## src/rtl/core/sequence_window_frame_assembler_core_defines.svh

```systemverilog
// assertion helpers shared by the frame assembler rtl
`ifndef SEQUENCE_WINDOW_FRAME_ASSEMBLER_CORE_DEFINES_SVH
`define SEQUENCE_WINDOW_FRAME_ASSEMBLER_CORE_DEFINES_SVH

// same-cycle implication, checked at every rising edge outside reset
`define SWFA_ASSERT_NOW(label, clk, rst, ante, cons, msg) \
  label: assert property (@(posedge clk) disable iff (rst) (ante) |-> (cons)) \
    else $error(msg);

// next-cycle implication, checked at every rising edge outside reset
`define SWFA_ASSERT_NEXT(label, clk, rst, ante, cons, msg) \
  label: assert property (@(posedge clk) disable iff (rst) (ante) |=> (cons)) \
    else $error(msg);

`endif

```

## src/rtl/core/swfa_pkg.sv

```systemverilog
package swfa_pkg;

  // result kinds, also used as the record class inside the block
  localparam logic [1:0] KIND_ACCEPT = 2'd0;
  localparam logic [1:0] KIND_SEQ_OOW = 2'd1;
  localparam logic [1:0] KIND_BAD_ID = 2'd2;
  localparam logic [1:0] KIND_ENTRY = 2'd3;

  // most entries one publish may emit
  localparam int RESULT_LIMIT = 32;

  localparam logic [5:0] SENSOR_COUNT_RESET = 6'd32;

  typedef struct packed {
    logic [31:0] seq;
    logic [31:0] meas;
    logic [31:0] refv;
    logic [31:0] stat;
  } rec_t;

  typedef struct packed {
    logic in_load;     // capture the input word
    logic store_wr;    // write the record to its frame
    logic emit_short;  // load a single-word result into the output register
    logic idx_clr;     // start a publish walk
    logic pub_rd;      // read the current frame at the walk index
    logic pub_emit;    // load the read entry into the output register
    logic idx_inc;     // advance the walk index
    logic pub_commit;  // swap frames, bump sequence numbers, store the record
  } cmd_t;

  typedef struct packed {
    logic [1:0] kind;  // class of the captured record
    logic out_free;    // output register can take a word this cycle
    logic pub_last;    // walk index is on the last entry
  } status_t;

endpackage

```

## src/rtl/core/swfa_ctrl.sv

```systemverilog
module swfa_ctrl (
  input  logic             clk,
  input  logic             rst,
  input  logic             in_valid,
  output logic             in_ready,
  input  swfa_pkg::status_t status,
  output swfa_pkg::cmd_t    cmd
);

  import swfa_pkg::*;

  localparam logic [2:0] ST_IDLE = 3'd0;
  localparam logic [2:0] ST_EVAL = 3'd1;
  localparam logic [2:0] ST_PUB_RD = 3'd2;
  localparam logic [2:0] ST_PUB_OUT = 3'd3;
  localparam logic [2:0] ST_PUB_END = 3'd4;

  logic [2:0] state;
  logic [2:0] state_next;

  always_ff @(posedge clk) begin
    if (rst) begin
      state <= ST_IDLE;
    end else begin
      state <= state_next;
    end
  end

  assign in_ready = (state == ST_IDLE);

  always_comb begin
    cmd = '0;
    state_next = state;
    unique case (state)
      ST_IDLE: begin
        if (in_valid) begin
          cmd.in_load = 1'b1;
          state_next = ST_EVAL;
        end
      end
      ST_EVAL: begin
        if (status.kind == KIND_ENTRY) begin
          cmd.idx_clr = 1'b1;
          state_next = ST_PUB_RD;
        end else if (status.out_free) begin
          cmd.emit_short = 1'b1;
          cmd.store_wr = (status.kind == KIND_ACCEPT);
          state_next = ST_IDLE;
        end
      end
      ST_PUB_RD: begin
        cmd.pub_rd = 1'b1;
        state_next = ST_PUB_OUT;
      end
      ST_PUB_OUT: begin
        if (status.out_free) begin
          cmd.pub_emit = 1'b1;
          if (status.pub_last) begin
            state_next = ST_PUB_END;
          end else begin
            cmd.idx_inc = 1'b1;
            state_next = ST_PUB_RD;
          end
        end
      end
      ST_PUB_END: begin
        cmd.pub_commit = 1'b1;
        state_next = ST_IDLE;
      end
      default: begin
        state_next = ST_IDLE;
      end
    endcase
  end

endmodule

```

## config.mk

```make
export PLATFORM = sky130hd
export DESIGN_NAME = swfa_ctrl
export DESIGN_NICKNAME = d
export VERILOG_FILES = /design/src/rtl/core/sequence_window_frame_assembler_core_defines.svh /design/src/rtl/core/swfa_pkg.sv /design/src/rtl/core/swfa_ctrl.sv
export SDC_FILE = /design/constraint.sdc
export NUM_CORES = 1
export LEC_CHECK = 0
export BUFFER_PORTS_ARGS = -buffer_cell sky130_fd_sc_hd__buf_4
export CORE_AREA = 2 2 39 41
export DETAILED_ROUTE_END_ITERATION = 10
export DIE_AREA = 0 0 41 43
export HOLD_SLACK_MARGIN = 0.12
export PLACE_DENSITY = 0.49
export SYNTH_ARGS = -nofsm -noshare
export SYNTH_HDL_FRONTEND = slang
export SYNTH_SLANG_ARGS = --single-unit
```

## constraint.sdc

```tcl
create_clock -name clk -period 1.1 [get_ports clk]
set_input_delay 0 -clock clk [delete_from_list [all_inputs] [get_ports clk]]
set_output_delay 0 -clock clk [all_outputs]
set_load 0.02 [all_outputs]
```

==> impl_metrics.ini <==
[power]
ir_drop_mv = 0.526
p_leak_uw = 0.000245
powerDensity_nw_per_um2 = 857

[final_layout]
fillers = 147
area_growth_pct = 128
largest_registers = state (3)
layout.nets = 64
fin_util_pct = 39.9
finish.instance_area_um2 = 552
top_register = state
fin_cells = 72
drive_gt1_share_pct = 75.0
multi_input_area_um2 = 219
seq_area_um2 = 71.3
largest_register_ffs = 3
antennaDiodeCount = 0

[floorplanning]
ios = 16
core-area_um2 = 1380
dieArea_um2 = 1760
die_h_um = 43
rows = 14
die_x_um = 41
start_util_pct = 17.5

[yosys]
syn_avg_cell_area_um2 = 8.62
synthTopCellsByCount = nor3b_1 (4), dfxtp_1 (3), inv_1 (2), nand2_1 (2), nor3_1 (2)
syn_nets = 35
yosysWarnings = 0
synth_edf_count = 0
synthSimpleGateAreaFrac_pct = 48.7
syn-cell-area_um2 = 241
synth_compound_area_share_pct = 18.7
synth_area_leader_cell = dfxtp_1
ys_async_sr_fraction_pct = 0
synth_top_family_by_area = simple AND/OR/NAND/NOR gates
synth_cell_types = 20
synthTopCellsByArea = dfxtp_1 (25%), nor3b_1 (12%), nor2b_4 (5.7%)
synthAdderAreaFrac_pct = 0
synth_xor_area_share_pct = 0
synth_top_area_share_pct = 24.9
synth_seq_area_share_pct = 24.9
synth_most_common_cell = nor3b_1
ys_ff_latch = 3
synthMuxAreaShare_pct = 0
synth_ff_type = dfxtp_1
syn_inst = 28

[sta]
rsz0062_at_grt = true
final-hold-violation-count = 0
fin_ws_ns = -0.0876
finalSetupViolCount = 7
holdWs_ns = 0.129
period_needed_ns = 1.19
finalCritPeriodShare_pct = 108
finalSetupTns_ns = -0.308
finalClockSkew_ns = 0.00430
worstMarginPinSlew_ns = 0.219
slew_viol_final = 0
max_freq_mhz = 842
relSlewSlack_pct = 85.3

[worst_setup_path]
end_kind = output pin
r2r_start = state[2]
r2r-end = state[1]
worstSetupPathType = reg -> out
r2r_cells = 4
cp-start-kind = flop
crit_chain = nor2b_4 -> nand2_4 -> nor4_2 -> buf_4
crit_arrival_ns = 1.19
worstSetupStartpoint = state[0]
max_stage_delay_ns = 0.37
worst_ep_required_time_ns = 1.10
cp_max_fo = 7
cp_slowest_cell = dfxtp_4
rrSetupSlack_ns = -0.02

[global_route]
gr-total-overflow = 0
grt_max_degree = 8
grt_use_total_pct = 10.8
antenna_found_initial = 0
first_global_vias = 309
grt_pass1_wl_mm = 1.25

[clock_tree]
ctsRootBufferMaster = clkbuf_4
path_clk_slew_ns = 0.04
clk_path_buf_depth = 2
htree_levels = 1
cts.sinks = 3
clock_latency_ns = 0.24
cts_tree = done
numCtsBuffers = 3

[hold_path]
worstHoldPathCells = 4
hold_start = status[1]
whs_endpoint = state[0]
hold_class = in -> reg

[status]
status = complete, but fails checks
violations = setup timing

[route]
wl_per_cell_um = 10.5
first_pass_iters = 3
drt_iter0_markers = 5
ant_nets = 0
routed_via_density = 4.35
vias = 313
totalWireLength_um = 759
drc = 0

[place]
io_buffers = 15
hpwlAfterDp_um = 532
gp_congestion = 0.706
placed_cells = 61
dpl-instance-area_um2 = 418

[flow_run]
max-cap-violations = 0
## power by group
part	switching, µW	internal [µW]	leakage, µW
combinational	68.7	84.8	0.000203
sequential	7.77	110	0.0000267
clock	65.4	137	0.0000150
## layout by cell type (no fill, tap or decap), types with 2 or more instances in the layout
master,synthesis,final
nor3_4,0,2
buf_4,0,19
dlygate4sd3_1,0,2
dfxtp_4,0,3
nor3b_1,4,2
buf_6,1,4
inv_1,2,2
nor3b_2,1,3
clkbuf_4,0,3
## repair_timing
| action | in CTS | in global routing |
|---|---|---|
| hold buffers | 2 | 0 |
| gates resized for setup | 10 | 7 |
| endpoints found under the hold margin | 3 | 0 |
| endpoints found under the setup margin | 10 | 11 |
| pin swaps | 0 | 3 |
| buffers inserted | 4 | 1 |
## worst max path at each step
stage	to	slack (ns)	cells past startpoint
floorplan	state[1]	-0.02	3
global placement	state[1]	-0.06	3
detailed placement	state[1]	0.0006	4
CTS	cmd[6]	-0.1	4
global route	cmd[6]	-0.16	4
finish	cmd[6]	-0.09	4
## metal layers
layer  share of wire, %  global-route usage, %
met2                 53                   16.6
met1                 39                   11.8
met5                  0                      0
met4                  0                   4.00
met3                8.2                   6.28
## worst max-delay path: cells and delay by family, from the launching register on
family	cells	cell delay (ns)
buffers and inverters	1	0.18
DFF	1	0.37
and+or+nand+nor	3	0.41
## per-stage QoR
stage                     total power [µW]  worst slack (ns)
final                                  473           -0.0876
after global routing                   510            -0.159
after CTS                              464           -0.0960
after detailed placement               244          0.000625
after global placement                 245           -0.0606
after floorplan                        189           -0.0167
## kinds of logic (layout without fill, tap and decap cells)
family	count (synthesis)	in the layout
AOI/OAI and AO/OA	6	6
buffers and inverters	3	31
and+or+nand+nor	16	16
DFF	3	3
## final cells by class
cell class / instances / share of cell area [%]
flip-flops and latches: 3 / 12.9
clock buffers: 4 / 4.76
inverters: 2 / 1.36
repair buffers: 25 / 37.6
well taps: 16 / 3.63
multi-input cells: 22 / 39.7
(Power assumes the default switching activity.)
