**config.mk**
```make
export PLATFORM = sky130hd
export DESIGN_NAME = swfa_dp
export DESIGN_NICKNAME = d
export VERILOG_FILES = /design/src/rtl/core/sequence_window_frame_assembler_core_defines.svh /design/src/rtl/core/swfa_pkg.sv /design/src/rtl/core/swfa_dp.sv
export SDC_FILE = /design/constraint.sdc
export NUM_CORES = 1
export LEC_CHECK = 0
export ABC_AREA = 1
export BUFFER_PORTS_ARGS = -buffer_cell sky130_fd_sc_hd__buf_2
export CORE_AREA = 8 8 213 215
export CTS_CLUSTER_SIZE = 14
export DETAILED_ROUTE_END_ITERATION = 6
export DIE_AREA = 0 0 221 223
export GPL_TIMING_DRIVEN = 0
export MAX_ROUTING_LAYER = met4
export PLACE_DENSITY_LB_ADDON = 0.3
export SYNTH_ARGS = -nofsm -noshare
export SYNTH_HDL_FRONTEND = slang
export SYNTH_SLANG_ARGS = --single-unit
```
**constraint.sdc**
```tcl
create_clock -name clk -period 4.9 [get_ports clk]
set_clock_uncertainty 0.15 [all_clocks]
set_input_delay 0 -clock clk [delete_from_list [all_inputs] [get_ports clk]]
set_output_delay 0 -clock clk [all_outputs]
set_load 0.1 [all_outputs]
```
**src/rtl/core/sequence_window_frame_assembler_core_defines.svh**
```systemverilog
// assertion helpers shared by the frame assembler rtl
`ifndef SEQUENCE_WINDOW_FRAME_ASSEMBLER_CORE_DEFINES_SVH
`define SEQUENCE_WINDOW_FRAME_ASSEMBLER_CORE_DEFINES_SVH

// same-cycle implication, checked at every rising edge outside reset
`define SWFA_ASSERT_NOW(label, clk, rst, ante, cons, msg) \
  label: assert property (@(posedge clk) disable iff (rst) (ante) |-> (cons)) \
    else $error(msg);

// next-cycle implication, checked at every rising edge outside reset
`define SWFA_ASSERT_NEXT(label, clk, rst, ante, cons, msg) \
  label: assert property (@(posedge clk) disable iff (rst) (ante) |=> (cons)) \
    else $error(msg);

`endif

```
**src/rtl/core/swfa_pkg.sv**
```systemverilog
package swfa_pkg;

  // result kinds, also used as the record class inside the block
  localparam logic [1:0] KIND_ACCEPT = 2'd0;
  localparam logic [1:0] KIND_SEQ_OOW = 2'd1;
  localparam logic [1:0] KIND_BAD_ID = 2'd2;
  localparam logic [1:0] KIND_ENTRY = 2'd3;

  // most entries one publish may emit
  localparam int RESULT_LIMIT = 32;

  localparam logic [5:0] SENSOR_COUNT_RESET = 6'd32;

  typedef struct packed {
    logic [31:0] seq;
    logic [31:0] meas;
    logic [31:0] refv;
    logic [31:0] stat;
  } rec_t;

  typedef struct packed {
    logic in_load;     // capture the input word
    logic store_wr;    // write the record to its frame
    logic emit_short;  // load a single-word result into the output register
    logic idx_clr;     // start a publish walk
    logic pub_rd;      // read the current frame at the walk index
    logic pub_emit;    // load the read entry into the output register
    logic idx_inc;     // advance the walk index
    logic pub_commit;  // swap frames, bump sequence numbers, store the record
  } cmd_t;

  typedef struct packed {
    logic [1:0] kind;  // class of the captured record
    logic out_free;    // output register can take a word this cycle
    logic pub_last;    // walk index is on the last entry
  } status_t;

endpackage

```
**src/rtl/core/swfa_dp.sv**
```systemverilog
module swfa_dp #(
  parameter int MAX_SENSORS = 32,
  localparam int DEPTH = 2 * MAX_SENSORS,
  localparam int AW = $clog2(DEPTH)
) (
  input  logic              clk,
  input  logic              rst,
  input  logic              cfg_we,
  input  logic [5:0]        cfg_wdata,
  input  logic [135:0]      in_data,
  input  swfa_pkg::cmd_t    cmd,
  output swfa_pkg::status_t status,
  output logic              ram_we,
  output logic [AW-1:0]     ram_waddr,
  output swfa_pkg::rec_t    ram_wdata,
  output logic              ram_re,
  output logic [AW-1:0]     ram_raddr,
  input  swfa_pkg::rec_t    ram_rdata,
  output logic              out_valid,
  input  logic              out_ready,
  output logic [1:0]        out_kind,
  output logic [4:0]        out_dev,
  output swfa_pkg::rec_t    out_rec,
  output logic              out_last
);

  import swfa_pkg::*;

  localparam logic [5:0] CAP = 6'((MAX_SENSORS < RESULT_LIMIT) ? MAX_SENSORS : RESULT_LIMIT);
  localparam logic [AW-1:0] BANK1_BASE = AW'(MAX_SENSORS);
  localparam logic [DEPTH-1:0] LO_HALF = {{MAX_SENSORS{1'b0}}, {MAX_SENSORS{1'b1}}};

  logic [5:0]       sensor_count;
  logic [7:0]       in_dev;
  rec_t             in_rec;
  logic [31:0]      seq_cur;
  logic [31:0]      seq_nxt;
  logic             bank;
  logic [DEPTH-1:0] valid;
  logic [DEPTH-1:0] valid_next;
  logic [4:0]       idx;
  logic             rd_valid;

  logic [5:0]    cnt_eff;
  logic          is_bad;
  logic          is_zero;
  logic          match_cur;
  logic          match_nxt;
  logic          match_pub;
  logic          store_bank;
  logic          wr_bank;
  logic [1:0]    kind;

  always_ff @(posedge clk) begin
    if (rst) begin
      sensor_count <= SENSOR_COUNT_RESET;
    end else if (cfg_we) begin
      sensor_count <= cfg_wdata;
    end
  end

  assign cnt_eff = (sensor_count > CAP) ? CAP : sensor_count;

  always_ff @(posedge clk) begin
    if (cmd.in_load) begin
      in_dev <= in_data[7:0];
      in_rec.seq <= in_data[39:8];
      in_rec.meas <= in_data[71:40];
      in_rec.refv <= in_data[103:72];
      in_rec.stat <= in_data[135:104];
    end
  end

  // record classification, a bad device id wins over all, then sequence 0 wins over current, then next, then next+1
  assign is_bad = ({2'b00, cnt_eff} <= in_dev);
  assign is_zero = (in_rec.seq == 32'd0);
  assign match_cur = (in_rec.seq == seq_cur);
  assign match_nxt = (in_rec.seq == seq_nxt);
  assign match_pub = (in_rec.seq == seq_nxt + 32'd1);

  always_comb begin
    priority if (is_bad) begin
      kind = KIND_BAD_ID;
    end else if (is_zero || match_cur || match_nxt) begin
      kind = KIND_ACCEPT;
    end else if (match_pub) begin
      kind = KIND_ENTRY;
    end else begin
      kind = KIND_SEQ_OOW;
    end
  end

  assign store_bank = (is_zero || match_cur) ? bank : ~bank;
  // after a publish the record lands in the old current half, the new next frame
  assign wr_bank = cmd.pub_commit ? bank : store_bank;

  assign ram_we = cmd.store_wr | cmd.pub_commit;
  assign ram_waddr = (wr_bank ? BANK1_BASE : '0) + AW'(in_dev[4:0]);
  assign ram_wdata = in_rec;
  assign ram_re = cmd.pub_rd;
  assign ram_raddr = (bank ? BANK1_BASE : '0) + AW'(idx);

  always_comb begin
    valid_next = valid;
    if (cmd.pub_commit) begin
      valid_next = valid & (bank ? LO_HALF : ~LO_HALF);
    end
    if (ram_we) begin
      valid_next[ram_waddr] = 1'b1;
    end
  end

  always_ff @(posedge clk) begin
    if (rst) begin
      valid <= '0;
      bank <= 1'b0;
      seq_cur <= '0;
      seq_nxt <= '0;
    end else begin
      valid <= valid_next;
      if (cmd.store_wr && is_zero) begin
        seq_cur <= 32'd0;
        seq_nxt <= 32'd1;
      end
      if (cmd.pub_commit) begin
        bank <= ~bank;
        seq_cur <= seq_cur + 32'd1;
        seq_nxt <= seq_nxt + 32'd1;
      end
    end
  end

  always_ff @(posedge clk) begin
    if (cmd.idx_clr) begin
      idx <= '0;
    end else if (cmd.idx_inc) begin
      idx <= idx + 5'd1;
    end
    if (cmd.pub_rd) begin
      rd_valid <= valid[ram_raddr];
    end
  end

  // output register
  always_ff @(posedge clk) begin
    if (rst) begin
      out_valid <= 1'b0;
    end else if (cmd.emit_short || cmd.pub_emit) begin
      out_valid <= 1'b1;
    end else if (out_ready) begin
      out_valid <= 1'b0;
    end
  end

  always_ff @(posedge clk) begin
    if (cmd.emit_short) begin
      out_kind <= kind;
      out_dev <= '0;
      out_rec <= '0;
      out_last <= 1'b1;
    end else if (cmd.pub_emit) begin
      out_kind <= KIND_ENTRY;
      out_dev <= idx;
      out_rec <= rd_valid ? ram_rdata : '0;
      out_last <= status.pub_last;
    end
  end

  assign status.kind = kind;
  assign status.out_free = ~out_valid | out_ready;
  assign status.pub_last = (({1'b0, idx} + 6'd1) == cnt_eff);

endmodule

```
==> metrics.txt <==
status=finished, final reports clean; cts bufs inserted=46; post-synth top area share=30.64%; vias per inst=between 5 and 6; Final ANT Viol Nets=0; critical path type=flop to output pin; RSZ-0062 raised after global routing=no; number of synthesized register bits=roughly 410; Synth Instances=2146; PD cells=356.2 nW/um2; launch point of the worst reg-to-reg path=in_dev[3]; max_cap viols=0; clock slew at reported path FFs=0.07 ns; ys flop type=dfxtp_1; crit path cell chain=clkbuf_1 > inv_1 > buf_1 > ha_1 > nand2_1 > inv_1 > a221oi_1 > o21ai_0 > and3_1 > nand3_1 > inv_1 > buf_2; Max Clock Freq=0.2671 GHz; clk_lat worst skew=0.58 ns; worst-margin pin slew=approximately 1.1 ns; main area contributors after synthesis=dfxtp_1 (31%), edfxtp_1 (23%), nand2_1 (13%), o21ai_0 (5.6%), a21oi_1 (3.4%); Nets=3463; Yosys cell types=53; Avg WL per Cell=21.02 um; worst r2r dst=out_kind[0]; TritonCTS clock tree=yes; Final Max Tran Viols=0; DP HPWL=52.66 mm; CP peak stage delay=0.45 ns; # rows=76; largest area contributor in the netlist=dfxtp_1; Synth Net Count=2437; Initial Util=a little over two fifths; IO Pins=565; most frequent cells after synthesis=nand2_1 (613), dfxtp_1 (275), o21ai_0 (201), nor2_1 (156), edfxtp_1 (139); footprint of the multi-input gates=7262 um2; Worst IR Drop VDD=about 350 uV; Arr. time, crit path=3.59 ns; die height=~220 um; sequential fraction of the synthesis area=a little over half; Leakage=11.40 nW; gr ovfl total=0; Syn. warnings=0; initial antenna violation count=14; number of global-route vias before repair=approximately 20000; total track usage=31.24%; clk buf depth=3; Post-synth EDFFs=139; Synth Area per Inst=8.371 um2; post-route DRC violation count=0; Core ar.=42320 um2; r2r setup slk=1.83 ns; pin count of the biggest net entering global routing=between 80 and 90; Reg area=9679 um2; Reg power frac=roughly 40%; Critical Path Start Type=flop; Place WS=1.842 ns; Port Buffers=~560; crit-path max FO=10; Setup TNS=0 ns; Slew headroom=28.75%; most frequent cell after synthesis=nand2_1; Pre-Repair DR Iteration Count=6; first-pass GRT wire length=117.3 mm; CP max stage cell=buf_2; via count=around 20000; sw frac=between 30% and 40%; Post-CTS Setup Bufs=0; hold depth=2; Worst Hold End=ram_wdata[113]; Hold/Removal Path Class=primary input to flop; CP endpoint kind=output pin; fillcell total=3377; Final WS setup=1.156 ns; Hold Buf Count CTS=412; Worst EP required=4.75 ns; Mapped Area=17960 um2; H-tree levels=2; hold path start=in_data[25]; post-cts sizing count=0; minimum clock period=3.744 ns; clk sinks=about 410; power share of the combinational group=23.4%; Layout area overhead=51.56%; Worst R2R Path Depth=11; clock root buffer=clkbuf_16; Psw=around 3.3 mW; final worst path period share=76.41%; overall routed net length=79.26 mm; most used cell, CP=inv_1; final hold vios=0; final setup fails=0; layout cells sized above 1=22.34%; DRT iter0 DRCs=approximately 1800; routability cong.=1.028; delay-heaviest family, CP=buffers and inverters; chip width=221 um; Clk pwr share=36.8%; die area=49280 um2; ys async rst share=0%; critical path buffer and inverter count=6; P_int=between 6 and 7 mW
==> worst max path at each step <==
stage / start / endpoint / cells past startpoint
after floorplan: idx[1] / out_last / 6
after global placement: in_dev[3] / status[2] / 12
after detailed placement: in_dev[3] / status[2] / 12
after CTS: in_dev[3] / status[2] / 12
after global routing: in_dev[3] / status[2] / 12
final: in_dev[3] / status[2] / 12
==> cell families after synthesis <==
family	after synthesis	share of synthesized area, %
xor+xnor	75	3.656
compound gates	386	11.67
simple gates	1010	24.47
fa+ha+maj	9	0.6268
flops	414	53.88
buf+inv	252	5.697
==> layer usage <==
metal | track usage (%) | part of all wire [%]
met4 | 16.83 | 6.0
met3 | 7.367 | 8.7
met5 | - | 0
met2 | 53.25 | 49
met1 | 33.62 | 37
==> cell usage in the layout (no fill, tap or decap), drive strengths merged, types with 5 or more instances in the layout <==
master,n
inv,130
xnor2,47
nor2,177
edfxtp,139
diode,16
o211ai,12
dlygate4sd3,413
nor3,25
dfxtp,275
or2,10
ha,9
o21ai,204
a21oi,122
a211oi,9
clkinv,17
a221oi,5
o22ai,8
buf,598
nand3,70
nand2,625
clkbuf,151
nand4,89
o21bai,6
o221ai,9
xor2,28
==> sequential cells by signal, indices dropped and copies added (netlist names), 2 cells and up <==
name / count
out_dev: 5
out_kind: 2
seq_nxt: 32
out_rec: 128
seq_cur: 32
in_dev: 8
idx: 5
sensor_count: 6
ram_wdata: 128
valid: 64
==> layout make-up <==
type | count | area share, %
plain buffers | 121 | 1.953
diodes | 16 | 0.1471
flip-flops and latches | 414 | 35.55
well taps | 546 | 2.509
clock inverters | 22 | 0.7720
inverters | 131 | 1.806
clock buffers | 63 | 4.917
repair buffers | 978 | 25.67
multi-input cells | 1480 | 26.67
==> stage by stage <==
stage               hold WS, ns  power (mW)  std cells  cell area (um2)  utilization [%]
floorplan              -0.08093       5.347       2146            17960                -
global placement        0.02625       5.859       3256            21470            50.74
detailed placement      0.02812       5.878       3257            21500            50.82
CTS                   0.0002067       9.661       3754            27180            64.23
global route            0.01214       9.965       3769            27220            64.33
finish                  0.01279       9.697       3771            27230            64.34
==> power groups by stage <==
stage	registers (mW)	clock network (mW)	logic (mW)
3_3_place_gp	3.92	0	1.94
2_1_floorplan	4.91	0	0.441
4_1_cts	3.85	3.59	2.22
3_5_place_dp	3.92	0	1.96
6_report	3.86	3.57	2.27
5_1_grt	3.87	3.74	2.35
Power figures use the tool's default switching activity.
